--- src/design/msmm_pkg.sv ---
`timescale 1ns / 1ps
// ----------------------------------------------------------------------------
// msmm_pkg - shared types and helpers
// Beat layouts, saturation limits, lane count limits and lane field pickers
// for the masked vector accumulate unit.
// ----------------------------------------------------------------------------
package msmm_pkg;

    localparam int CARRIED_LANES = 4;
    localparam int DEFAULT_LANES = 4;
    localparam int DATA_W        = 16;
    localparam int ACC_W         = 32;
    localparam int POOL_SHIFT    = 12;

    localparam logic signed [ACC_W-1:0] ACC_MAX = 32'sh7FFF_FFFF;
    localparam logic signed [ACC_W-1:0] ACC_MIN = 32'sh8000_0000;

    typedef enum logic {
        FUNC_MAC  = 1'b0,
        FUNC_POOL = 1'b1
    } t_func;

    typedef struct packed {
        t_func                    func;
        logic [3:0]               lane_mask;
        logic signed [DATA_W-1:0] weight_0;
        logic signed [DATA_W-1:0] weight_1;
        logic signed [DATA_W-1:0] weight_2;
        logic signed [DATA_W-1:0] weight_3;
        logic signed [DATA_W-1:0] sample_0;
        logic signed [DATA_W-1:0] sample_1;
        logic signed [DATA_W-1:0] sample_2;
        logic signed [DATA_W-1:0] sample_3;
        logic                     last_item;
    } t_in_beat;

    typedef struct packed {
        logic signed [ACC_W-1:0] accumulated;
    } t_out_beat;

    typedef struct packed {
        logic signed [ACC_W-1:0] initial_accumulator;
    } t_cfg_beat;

    // control handed from the lane stage to the accumulator stage
    typedef struct packed {
        logic  fire;
        t_func func;
        logic  last;
    } t_acc_ctl;

    function automatic logic signed [DATA_W-1:0] get_weight(input t_in_beat b,
                                                            input logic [1:0] idx);
        logic signed [DATA_W-1:0] w;
        case (idx)
            2'd0:    w = b.weight_0;
            2'd1:    w = b.weight_1;
            2'd2:    w = b.weight_2;
            default: w = b.weight_3;
        endcase
        return w;
    endfunction

    function automatic logic signed [DATA_W-1:0] get_sample(input t_in_beat b,
                                                            input logic [1:0] idx);
        logic signed [DATA_W-1:0] d;
        case (idx)
            2'd0:    d = b.sample_0;
            2'd1:    d = b.sample_1;
            2'd2:    d = b.sample_2;
            default: d = b.sample_3;
        endcase
        return d;
    endfunction

    function automatic logic signed [ACC_W-1:0] sat_add(input logic signed [ACC_W-1:0] a,
                                                        input logic signed [ACC_W-1:0] b);
        logic signed [ACC_W:0]   s;
        logic signed [ACC_W-1:0] r;
        s = {a[ACC_W-1], a} + {b[ACC_W-1], b};
        if (s[ACC_W] != s[ACC_W-1]) begin
            r = s[ACC_W] ? ACC_MIN : ACC_MAX;
        end else begin
            r = s[ACC_W-1:0];
        end
        return r;
    endfunction

endpackage

--- src/design/msmm_merge.sv ---
`timescale 1ns / 1ps
// ----------------------------------------------------------------------------
// msmm_merge - accumulator and result register
// Folds the lane results into the run accumulator in lane order and holds
// the finished value until the result beat is taken.
// ----------------------------------------------------------------------------
module msmm_merge #(
    parameter int LANES = msmm_pkg::DEFAULT_LANES
) (
    input  logic                               i_clk,
    input  logic                               i_rst_n,
    input  msmm_pkg::t_acc_ctl                 i_ctl,
    input  logic [LANES-1:0]                   i_en,
    input  logic signed [msmm_pkg::ACC_W-1:0]  i_product [LANES],
    input  logic signed [msmm_pkg::ACC_W-1:0]  i_widened [LANES],
    input  logic signed [msmm_pkg::ACC_W-1:0]  i_init,
    input  logic                               i_out_ready,
    output logic                               o_out_valid,
    output logic signed [msmm_pkg::ACC_W-1:0]  o_acc
);
    import msmm_pkg::*;

    logic signed [ACC_W-1:0] r_acc;
    logic                    r_run_open;
    logic                    r_out_valid;
    logic signed [ACC_W-1:0] r_out_acc;
    logic signed [ACC_W-1:0] n_acc;

    // lane order matters for MAC: each add saturates before the next
    always_comb begin
        n_acc = r_run_open ? r_acc : i_init;
        for (int k = 0; k < LANES; k++) begin
            if (i_en[k]) begin
                if (i_ctl.func == FUNC_MAC) begin
                    n_acc = sat_add(n_acc, i_product[k]);
                end else if (n_acc < i_widened[k]) begin
                    n_acc = i_widened[k];
                end
            end
        end
    end

    always_ff @(posedge i_clk) begin
        if (!i_rst_n) begin
            r_acc       <= '0;
            r_run_open  <= 1'b0;
            r_out_valid <= 1'b0;
        end else begin
            if (i_ctl.fire) begin
                r_run_open <= !i_ctl.last;
                if (!i_ctl.last) begin
                    r_acc <= n_acc;
                end
            end
            if (i_ctl.fire && i_ctl.last) begin
                r_out_valid <= 1'b1;
            end else if (i_out_ready) begin
                r_out_valid <= 1'b0;
            end
        end
    end

    always_ff @(posedge i_clk) begin
        if (i_ctl.fire && i_ctl.last) begin
            r_out_acc <= n_acc;
        end
    end

    assign o_out_valid = r_out_valid;
    assign o_acc       = r_out_acc;

endmodule

--- config.mk ---
export PLATFORM = sky130hd
export DESIGN_NAME = msmm_merge
export DESIGN_NICKNAME = d
export VERILOG_FILES = /design/src/design/msmm_pkg.sv /design/src/design/msmm_merge.sv
export SDC_FILE = /design/constraint.sdc
export NUM_CORES = 1
export LEC_CHECK = 0
export BUFFER_PORTS_ARGS = -buffer_cell sky130_fd_sc_hd__buf_2
export CAP_MARGIN = 20
export CELL_PAD_IN_SITES_DETAIL_PLACEMENT = 0
export CELL_PAD_IN_SITES_GLOBAL_PLACEMENT = 1
export CORE_MARGIN = 2
export CORE_UTILIZATION = 33
export CTS_CLUSTER_DIAMETER = 100
export DETAILED_ROUTE_END_ITERATION = 7
export GPL_ROUTABILITY_DRIVEN = 1
export PLACE_DENSITY = 0.7
export SYNTH_ARGS = -nofsm -noshare
export SYNTH_HDL_FRONTEND = slang
export SYNTH_SLANG_ARGS = --single-unit
--- constraint.sdc ---
create_clock -name i_clk -period 47.4 [get_ports i_clk]
set_input_delay 9.48 -clock i_clk [delete_from_list [all_inputs] [get_ports i_clk]]
set_output_delay 9.48 -clock i_clk [all_outputs]
set_load 0.02 [all_outputs]
==> impl_metrics.yaml <==
final_layout:
  final_common_cell: "buf_2"
  final_cell_mix: "330 x buf_2, 252 x ha_1, 216 x a21oi_1, 208 x o21ai_0, 207 x inv_1"
  fin_cells: 3209
  diodes: 0
  fin_nets: 3094
  area_delta_synth_final_pct: 16.1
  layout-drive-gt1-share: 0.183
yosys:
  ys_warn_count: 0
  yosysTopAreaCellShare: 0.192
  synth_area_leaders: "ha_1 19%, a21oi_1 6.6%, o21ai_0 6.3%"
  ys_async_sr_fraction: 0
  syn_area_sq_um: 16400
  synth_edf_count: 32
  ys.flop_type: "dfxtp_1"
  yosys.area.top_type: "ha_1"
  yosysSeqAreaShare: 0.0999
  synthCells: 2260
  syn_area_per_cell_sq_um: 7.27
  ys_ff_latch: 66
  synth.net_count: 2814
  ys_types: 95
cts:
  cts_resized: 0
  cts-root-buf: "clkbuf_16"
  clock_sinks: 66
  clk_latency_ps: 350
  htree_levels: 3
  numCtsBuffers: 9
  clockBufferDepth: 2
  postCtsHoldBufs: 0
  cts_tree: "done"
  clk_pin_slew_worst_paths_ps: 70
  cts_setup_buffers: 0
route:
  drt-total-wl_microns: 84800
  first_iter_violations: 2016
  ant_nets: 0
  vias: 19401
  drcViolationCount: 0
  drt-vias-per-instance: 6.05
  drt-pass1-iter-count: 6
  wl_per_cell_microns: 26.4
global_route:
  grt_util_all_layers: 0.318
  grt_pass1_vias: 18538
  overflow: 0
  antenna_found_initial: 2
  grt_max_degree: 56
  grt_first_pass_wirelength_microns: 120000
timing:
  rsz0062_at_grt: "no"
  finalSetupTns_ps: 0
  min_period_over_period: 0.560
  fmax_mhz: 37.7
  finalHoldViolCount: 0
  skew_ps: 9.43
  finalCriticalPeriod_ps: 26560
  relSlewSlack: 0.186
  worst_pin_slew_ps: 1210
  slew_viol_final: 0
  setup_viol: 0
placement:
  dp_hpwl_microns: 72000
  dp.cells: 3193
  portBuffers: 330
  gp_congestion: 0.988
pwr:
  clock_power_share: 0.075
  cellPowerDensity_nw_per_um2: 49.6
  ir_worst_vdd_mv: 0.0178
  p_leak_nw: 8.95
  power_frac_seq: 0.088
  swShare: 0.577
  switchingPower_mw: 0.546
  p_int_mw: 0.401
  combPwrFrac: 0.837
floorplan:
  start_util: 0.335
  io_pins: 331
  fp.dieH_microns: 227
  row_count: 81
  dieArea_sq_um: 51600
  die_w_microns: 227
  core_sq_um: 49100
worst_setup_path:
  path_class: "in -> reg"
  r2r-start: "r_run_open"
  critPathLaunchType: "input pin"
  cp-end-kind: "flip-flop"
  rr_worst_depth: 47
  cp_max_fo: 21
  slowest_delay_ps: 850
  arrival_ps: 26660
  cp-startpoint: "i_init[22]"
  crit_required_ps: 47500
  cp_common_cell: "a21oi_1"
  crit_slowest_cell: "nor2_1"
hold_path:
  hold_class: "reg -> reg"
  hold_path_depth: 2
  hp-start: "r_acc[29]"
job:
  drv_cap: 0
outcome:
  status: "completed"
-- cells by family (layout without fill, tap and decap cells) --
kind of cell	count (synthesis)	count (layout)	share of synthesized area
AO/OA/AOI/OAI	927	927	0.381
XOR/XNOR	105	105	0.0559
adder cells (fa/ha/maj)	260	260	0.199
buffers and inverters	295	580	0.0684
flip-flops	66	66	0.0999
multiplexers	40	40	0.0260
AND/OR/NAND/NOR	567	567	0.170
-- layout make-up --
type / count / area [sq um]
fill: 5384 / 30000
clock buffer: 12 / 278
clock inverter: 4 / 30.0
multi-input combinational: 1899 / 13700
timing repair buffer: 356 / 1850
inverter: 208 / 781
tap: 664 / 831
sequential: 66 / 1640
-- cell usage after synthesis, types with 18 or more instances --
cell / instances
a21oi_1: 216
a31oi_1: 26
o21ai_0: 208
inv_1: 207
mux2_2: 18
a21o_1: 77
xor2_1: 33
xnor2_1: 72
nand4_1: 30
and2_1: 18
mux2i_1: 21
nand2_1: 142
dfxtp_1: 34
a221o_1: 18
o21a_1: 50
edfxtp_1: 32
nand2b_1: 27
o22ai_1: 24
nor2_1: 126
clkbuf_1: 74
ha_1: 252
o211ai_1: 30
a211oi_1: 33
nand3_1: 66
nor3_1: 60
a21boi_0: 19
-- registers in the layout (all words and copies together), names as in the netlist --
register / cells
r_acc: 32
o_acc: 32
r_run_open: 1
o_out_valid: 1
-- final timing paths --
| kind | end | slack, ps |
|---|---|---|
| max | o_acc[11] | 20840 |
| min | r_acc[29] | 470 |
| max reg2reg | o_acc[11] | 29210 |
| min reg2reg | r_acc[29] | 470 |
-- power by group through the flow --
stage	combinational (mW)	sequential [mW]	clock, mW
final	0.792	0.0834	0.0711
after global routing	0.852	0.0836	0.0734
after CTS	0.772	0.0830	0.0711
after detailed placement	0.767	0.0842	0
after global placement	0.771	0.0843	0
after floorplan	0.512	0.0877	0
-- worst max-delay path, delay by kind of cell --
| kind | cells | cell delay, ps |
|---|---|---|
| compound gates | 28 | 10080 |
| simple gates | 10 | 3980 |
| fa+ha+maj | 4 | 1580 |
| buf+inv | 4 | 740 |
| mux | 1 | 740 |
-- layer usage --
| layer | GRT usage | wire length, microns | up-vias |
|---|---|---|---|
| li1 | - | - | 9103 |
| met1 | 0.435 | 37600 | 9170 |
| met2 | 0.515 | 37800 | 991 |
| met3 | 0.0360 | 6340 | 135 |
| met4 | 0.109 | 3100 | 2 |
| met5 | 0 | 14 | - |
-- per-stage QoR --
step	power (mW)	hold slack, ps	util	instance area (sq um)	worst slack, ps
after CTS	0.926	473	0.389	19100	21240
after global placement	0.855	458	0.383	18800	21200
final	0.947	475	0.389	19100	20840
after detailed placement	0.851	457	0.383	18800	20900
after floorplan	0.599	435	-	16400	25410
after global routing	1.01	492	0.389	19100	19770
(Power assumes the default switching activity.)
