==> src/design/msmm_pkg.sv <==
`timescale 1ns / 1ps
// ----------------------------------------------------------------------------
// msmm_pkg - shared types and helpers
// Beat layouts, saturation limits, lane count limits and lane field pickers
// for the masked vector accumulate unit.
// ----------------------------------------------------------------------------
package msmm_pkg;

    localparam int CARRIED_LANES = 4;
    localparam int DEFAULT_LANES = 4;
    localparam int DATA_W        = 16;
    localparam int ACC_W         = 32;
    localparam int POOL_SHIFT    = 12;

    localparam logic signed [ACC_W-1:0] ACC_MAX = 32'sh7FFF_FFFF;
    localparam logic signed [ACC_W-1:0] ACC_MIN = 32'sh8000_0000;

    typedef enum logic {
        FUNC_MAC  = 1'b0,
        FUNC_POOL = 1'b1
    } t_func;

    typedef struct packed {
        t_func                    func;
        logic [3:0]               lane_mask;
        logic signed [DATA_W-1:0] weight_0;
        logic signed [DATA_W-1:0] weight_1;
        logic signed [DATA_W-1:0] weight_2;
        logic signed [DATA_W-1:0] weight_3;
        logic signed [DATA_W-1:0] sample_0;
        logic signed [DATA_W-1:0] sample_1;
        logic signed [DATA_W-1:0] sample_2;
        logic signed [DATA_W-1:0] sample_3;
        logic                     last_item;
    } t_in_beat;

    typedef struct packed {
        logic signed [ACC_W-1:0] accumulated;
    } t_out_beat;

    typedef struct packed {
        logic signed [ACC_W-1:0] initial_accumulator;
    } t_cfg_beat;

    // control handed from the lane stage to the accumulator stage
    typedef struct packed {
        logic  fire;
        t_func func;
        logic  last;
    } t_acc_ctl;

    function automatic logic signed [DATA_W-1:0] get_weight(input t_in_beat b,
                                                            input logic [1:0] idx);
        logic signed [DATA_W-1:0] w;
        case (idx)
            2'd0:    w = b.weight_0;
            2'd1:    w = b.weight_1;
            2'd2:    w = b.weight_2;
            default: w = b.weight_3;
        endcase
        return w;
    endfunction

    function automatic logic signed [DATA_W-1:0] get_sample(input t_in_beat b,
                                                            input logic [1:0] idx);
        logic signed [DATA_W-1:0] d;
        case (idx)
            2'd0:    d = b.sample_0;
            2'd1:    d = b.sample_1;
            2'd2:    d = b.sample_2;
            default: d = b.sample_3;
        endcase
        return d;
    endfunction

    function automatic logic signed [ACC_W-1:0] sat_add(input logic signed [ACC_W-1:0] a,
                                                        input logic signed [ACC_W-1:0] b);
        logic signed [ACC_W:0]   s;
        logic signed [ACC_W-1:0] r;
        s = {a[ACC_W-1], a} + {b[ACC_W-1], b};
        if (s[ACC_W] != s[ACC_W-1]) begin
            r = s[ACC_W] ? ACC_MIN : ACC_MAX;
        end else begin
            r = s[ACC_W-1:0];
        end
        return r;
    endfunction

endpackage

==> src/design/msmm_lane.sv <==
`timescale 1ns / 1ps
// ----------------------------------------------------------------------------
// msmm_lane - one vector lane
// Registers the lane product and the widened pooling value of one beat.
// ----------------------------------------------------------------------------
module msmm_lane (
    input  logic                                 i_clk,
    input  logic                                 i_load,
    input  logic                                 i_en,
    input  logic signed [msmm_pkg::DATA_W-1:0]   i_weight,
    input  logic signed [msmm_pkg::DATA_W-1:0]   i_sample,
    output logic                                 o_en,
    output logic signed [msmm_pkg::ACC_W-1:0]    o_product,
    output logic signed [msmm_pkg::ACC_W-1:0]    o_widened
);
    import msmm_pkg::*;

    logic                    r_en;
    logic signed [ACC_W-1:0] r_product;
    logic signed [ACC_W-1:0] r_widened;
    logic signed [ACC_W-1:0] n_product;
    logic signed [ACC_W-1:0] n_widened;

    always_comb begin
        // 16x16 signed product always fits 32 bits
        n_product = i_weight * i_sample;
        n_widened = {{(ACC_W-DATA_W-POOL_SHIFT){i_sample[DATA_W-1]}},
                     i_sample, {POOL_SHIFT{1'b0}}};
    end

    always_ff @(posedge i_clk) begin
        if (i_load) begin
            r_en      <= i_en;
            r_product <= n_product;
            r_widened <= n_widened;
        end
    end

    assign o_en      = r_en;
    assign o_product = r_product;
    assign o_widened = r_widened;

endmodule

==> config.mk <==
export PLATFORM = sky130hd
export DESIGN_NAME = msmm_lane
export DESIGN_NICKNAME = d
export VERILOG_FILES = /design/src/design/msmm_pkg.sv /design/src/design/msmm_lane.sv
export SDC_FILE = /design/constraint.sdc
export NUM_CORES = 1
export LEC_CHECK = 0
export BUFFER_PORTS_ARGS = -buffer_cell sky130_fd_sc_hd__buf_2
export CORE_ASPECT_RATIO = 2
export CORE_MARGIN = 2
export CORE_UTILIZATION = 55
export CTS_CLUSTER_DIAMETER = 80
export CTS_CLUSTER_SIZE = 20
export DETAILED_ROUTE_END_ITERATION = 10
export PLACE_DENSITY = 0.76
export SYNTH_ARGS = -nofsm -noshare
export SYNTH_HDL_FRONTEND = slang
export SYNTH_SLANG_ARGS = --single-unit
==> constraint.sdc <==
create_clock -name i_clk -period 8.8 [get_ports i_clk]
set_input_delay 2.2 -clock i_clk [delete_from_list [all_inputs] [get_ports i_clk]]
set_output_delay 2.2 -clock i_clk [all_outputs]
set_load 0.05 [all_outputs]
==> results.md <==
* Final sum of negative setup slack at 0 ns
* Number of diodes at 0
* Number of remaining DRC errors at 0
* Number of gates given a new drive strength after cts at 0
* Antenna violations before repair at 0
* Post-detailed-route wirelength per cell at 20.0 um
* Via count at 8133
* Register bit total from synthesis at 49
* Count of nets after finishing at 1584
* Post-route minimum period at 8.05 ns
* Slew at the pin with the worst max-slew slack at 0.737 ns
* Post-CTS repair timing setup buffer count at 0
* Clock tree root buffer cell: sky130_fd_sc_hd__clkbuf_16
* Hold buffer count at cts at 0
* Crit. End Element: flop
* Most frequently used flop master after synthesis: sky130_fd_sc_hd__edfxtp_1
* Effective utilization at floorplan at 56.0%
* Top cell type's share of synthesized area at 46.0%
* Total gr overflow at 0
* Pin count of the biggest net entering global routing at 50
* Global-route usage over all layers at 28.7%
* Fraction of the cycle the final worst path needs at 91.5%
* Die Area at 22000 um^2
* Top fanout value on the critical path at 16
* Commonest cells in the netlist: sky130_fd_sc_hd__inv_1 (290), sky130_fd_sc_hd__fa_1 (262), sky130_fd_sc_hd__nand2_1 (131)
* Cell row count at 74
* Post-synthesis sequential area ratio at 12.9%
* Relative slew slack at 50.9%
* Length of the first detailed-routing pass in iterations at 5
* Setup-failing EPs final at 0
* Final-layout fill cell count at 1767
* Unrepaired setup endpoints after global routing: false
* Cell taking the most area after synthesis: sky130_fd_sc_hd__fa_1
* Standard cell core area at 20400 um^2
* Data arrival time of the critical path at 8.14 ns
* Mapped cell area at 11400 um^2
* Port Buffer Count at 87
* Count leader, synth: sky130_fd_sc_hd__inv_1
* Number of H-tree levels at 2
* Worst path required time at 8.88 ns
* Number of cells produced by synthesis at 1143
* Sum of net half-perimeters after detailed placement at 24100 um
* Run status: completed
* Warnings, synthesis at 0
* Count of different cell masters after synthesis at 45
* Num Clock Sinks at 49
* Routability Congestion at 1.01
* Min-Delay Startpoint: i_en
* Type of element launching the critical path: input pin
* Hold Vio Cnt, Final at 0
* Achievable frequency at 124 MHz
* CTS buffer count at 5
* Number of cells on the worst hold path at 1
* Per-cell via count in the routed design at 5.53
* Vert. Die Dim at 208 um
* Vias in the first global route at 9143
* Share of cells above drive strength 1 at 8.87%
* EDFF count, synth at 49
* Io pins at 100
* Number of max-capacitance violations reported at 0
* Buffer levels on the longest clock path at 2
* First-pass GRT wire length at 47000 um
* TritonCTS clock tree: done
* Routed WL at 29400 um
* Chip Width at 106 um
* DRT iter0 DRCs at 498
* Routed Antenna Nets at 0
* Worst hold path class: input pin to flop
* Worst min-delay path endpoint: o_en
* Final Max Tran Viols at 0
* Average cell area after synthesis at 9.98 um^2
* Category of the most critical setup path: input pin to flop
* Ranking of synthesized cells by area: sky130_fd_sc_hd__fa_1 (46%), sky130_fd_sc_hd__edfxtp_1 (13%), sky130_fd_sc_hd__inv_1 (9.5%)
* Ys async rst share at 0%
* Clock transition at the registers of the reported paths at 0.07 ns
* Signed area change from the synthesized netlist to the final layout at 6.75%
[logic make-up after synthesis]
group | share of synthesized area [%]
flip-flops | 12.9
XOR/XNOR | 2.61
buffers and inverters | 11.6
AO/OA/AOI/OAI | 4.87
AND/OR/NAND/NOR | 13.0
other | 0.0329
adder cells (fa/ha/maj) | 55.0
[flip-flops by register name (all words and copies together) (netlist names)]
name / flops
o_widened: 16
o_product: 32
o_en: 1
[layer usage]
layer  GRT usage, %  vias to the layer above  wire length (um)
li1               -                     3463                 -
met1           26.4                     4171              8180
met2           53.9                      346             17000
met3           4.24                      153              1330
met4           23.3                        0              2830
met5              0                        -                 0
[area by class of cell]
cell class / instances / area (um^2) / share of cell area (%)
multi-input cells: 767 / 8650 / 71.0
flip-flops and latches: 49 / 1470 / 12.1
inverters: 290 / 1090 / 8.94
repair buffers: 92 / 473 / 3.88
well taps: 266 / 333 / 2.73
clock buffers: 6 / 129 / 1.06
clock inverters: 2 / 33.8 / 0.277
[cell usage in the layout (no fill, tap or decap), types with 2 or more instances in the layout]
master | Yosys | layout
sky130_fd_sc_hd__a21oi_1 | 26 | 26
sky130_fd_sc_hd__a211o_1 | 3 | 3
sky130_fd_sc_hd__clkbuf_16 | 0 | 5
sky130_fd_sc_hd__a211oi_1 | 2 | 2
sky130_fd_sc_hd__fa_1 | 262 | 262
sky130_fd_sc_hd__nand2_1 | 131 | 131
sky130_fd_sc_hd__conb_1 | 1 | 12
sky130_fd_sc_hd__a21o_1 | 10 | 10
sky130_fd_sc_hd__nand4_1 | 2 | 2
sky130_fd_sc_hd__ha_1 | 82 | 82
sky130_fd_sc_hd__nor2b_1 | 2 | 2
sky130_fd_sc_hd__o21a_1 | 3 | 3
sky130_fd_sc_hd__o21ai_1 | 3 | 3
sky130_fd_sc_hd__nor2_1 | 25 | 25
sky130_fd_sc_hd__xnor2_1 | 28 | 28
sky130_fd_sc_hd__xor2_1 | 6 | 6
sky130_fd_sc_hd__edfxtp_1 | 49 | 49
sky130_fd_sc_hd__nor3_1 | 2 | 2
sky130_fd_sc_hd__and3_1 | 3 | 3
sky130_fd_sc_hd__o21ai_0 | 12 | 12
sky130_fd_sc_hd__inv_1 | 290 | 290
sky130_fd_sc_hd__buf_4 | 16 | 5
sky130_fd_sc_hd__and2_1 | 122 | 122
sky130_fd_sc_hd__nand3_1 | 3 | 3
sky130_fd_sc_hd__nand2b_1 | 4 | 4
sky130_fd_sc_hd__o21bai_1 | 5 | 5
sky130_fd_sc_hd__buf_2 | 0 | 87
sky130_fd_sc_hd__o31ai_1 | 2 | 2
[worst max-delay path: stages]
cell                       delay [ns]
sky130_fd_sc_hd__buf_2           0.30
sky130_fd_sc_hd__nand2_1         0.16
sky130_fd_sc_hd__inv_1           0.14
sky130_fd_sc_hd__fa_1            0.57
sky130_fd_sc_hd__fa_1            0.64
sky130_fd_sc_hd__buf_4           0.18
sky130_fd_sc_hd__fa_1            0.45
sky130_fd_sc_hd__fa_1            0.55
sky130_fd_sc_hd__fa_1            0.51
sky130_fd_sc_hd__inv_1           0.05
sky130_fd_sc_hd__fa_1            0.48
sky130_fd_sc_hd__inv_1           0.05
sky130_fd_sc_hd__ha_1            0.34
sky130_fd_sc_hd__nand2_1         0.07
sky130_fd_sc_hd__nor3_1          0.25
sky130_fd_sc_hd__o21ai_0         0.15
sky130_fd_sc_hd__o211ai_1        0.14
sky130_fd_sc_hd__a31oi_2         0.09
sky130_fd_sc_hd__o31ai_1         0.47
sky130_fd_sc_hd__nor4b_1         0.09
sky130_fd_sc_hd__a211o_1         0.24
[per-stage QoR]
stage	std cells	instance area, um^2	setup slack (ns)	util (%)	hold slack, ns
6_report	1472	12200	0.746	59.8	2.05
5_1_grt	1472	12200	0.508	59.8	2.05
4_1_cts	1472	12200	0.719	59.8	2.06
3_5_place_dp	1464	12000	0.408	59.0	2.38
3_3_place_gp	1464	12000	0.499	59.0	2.38
2_1_floorplan	1154	11400	0.838	-	2.30
[worst max-delay path by stage]
stage / from / endpoint / slack (ns) / depth (start not counted)
finish: i_weight[15] / o_product[30] / 0.75 / 21
global route: i_weight[15] / o_product[30] / 0.51 / 21
CTS: i_weight[15] / o_product[30] / 0.72 / 21
detailed placement: i_weight[15] / o_product[30] / 0.41 / 21
global placement: i_weight[15] / o_product[30] / 0.50 / 21
floorplan: i_weight[15] / o_product[30] / 0.84 / 20
Power is left out: the tool's default activity adds up to more than one toggle a clock period on the data nets, which glitch-free logic cannot reach.
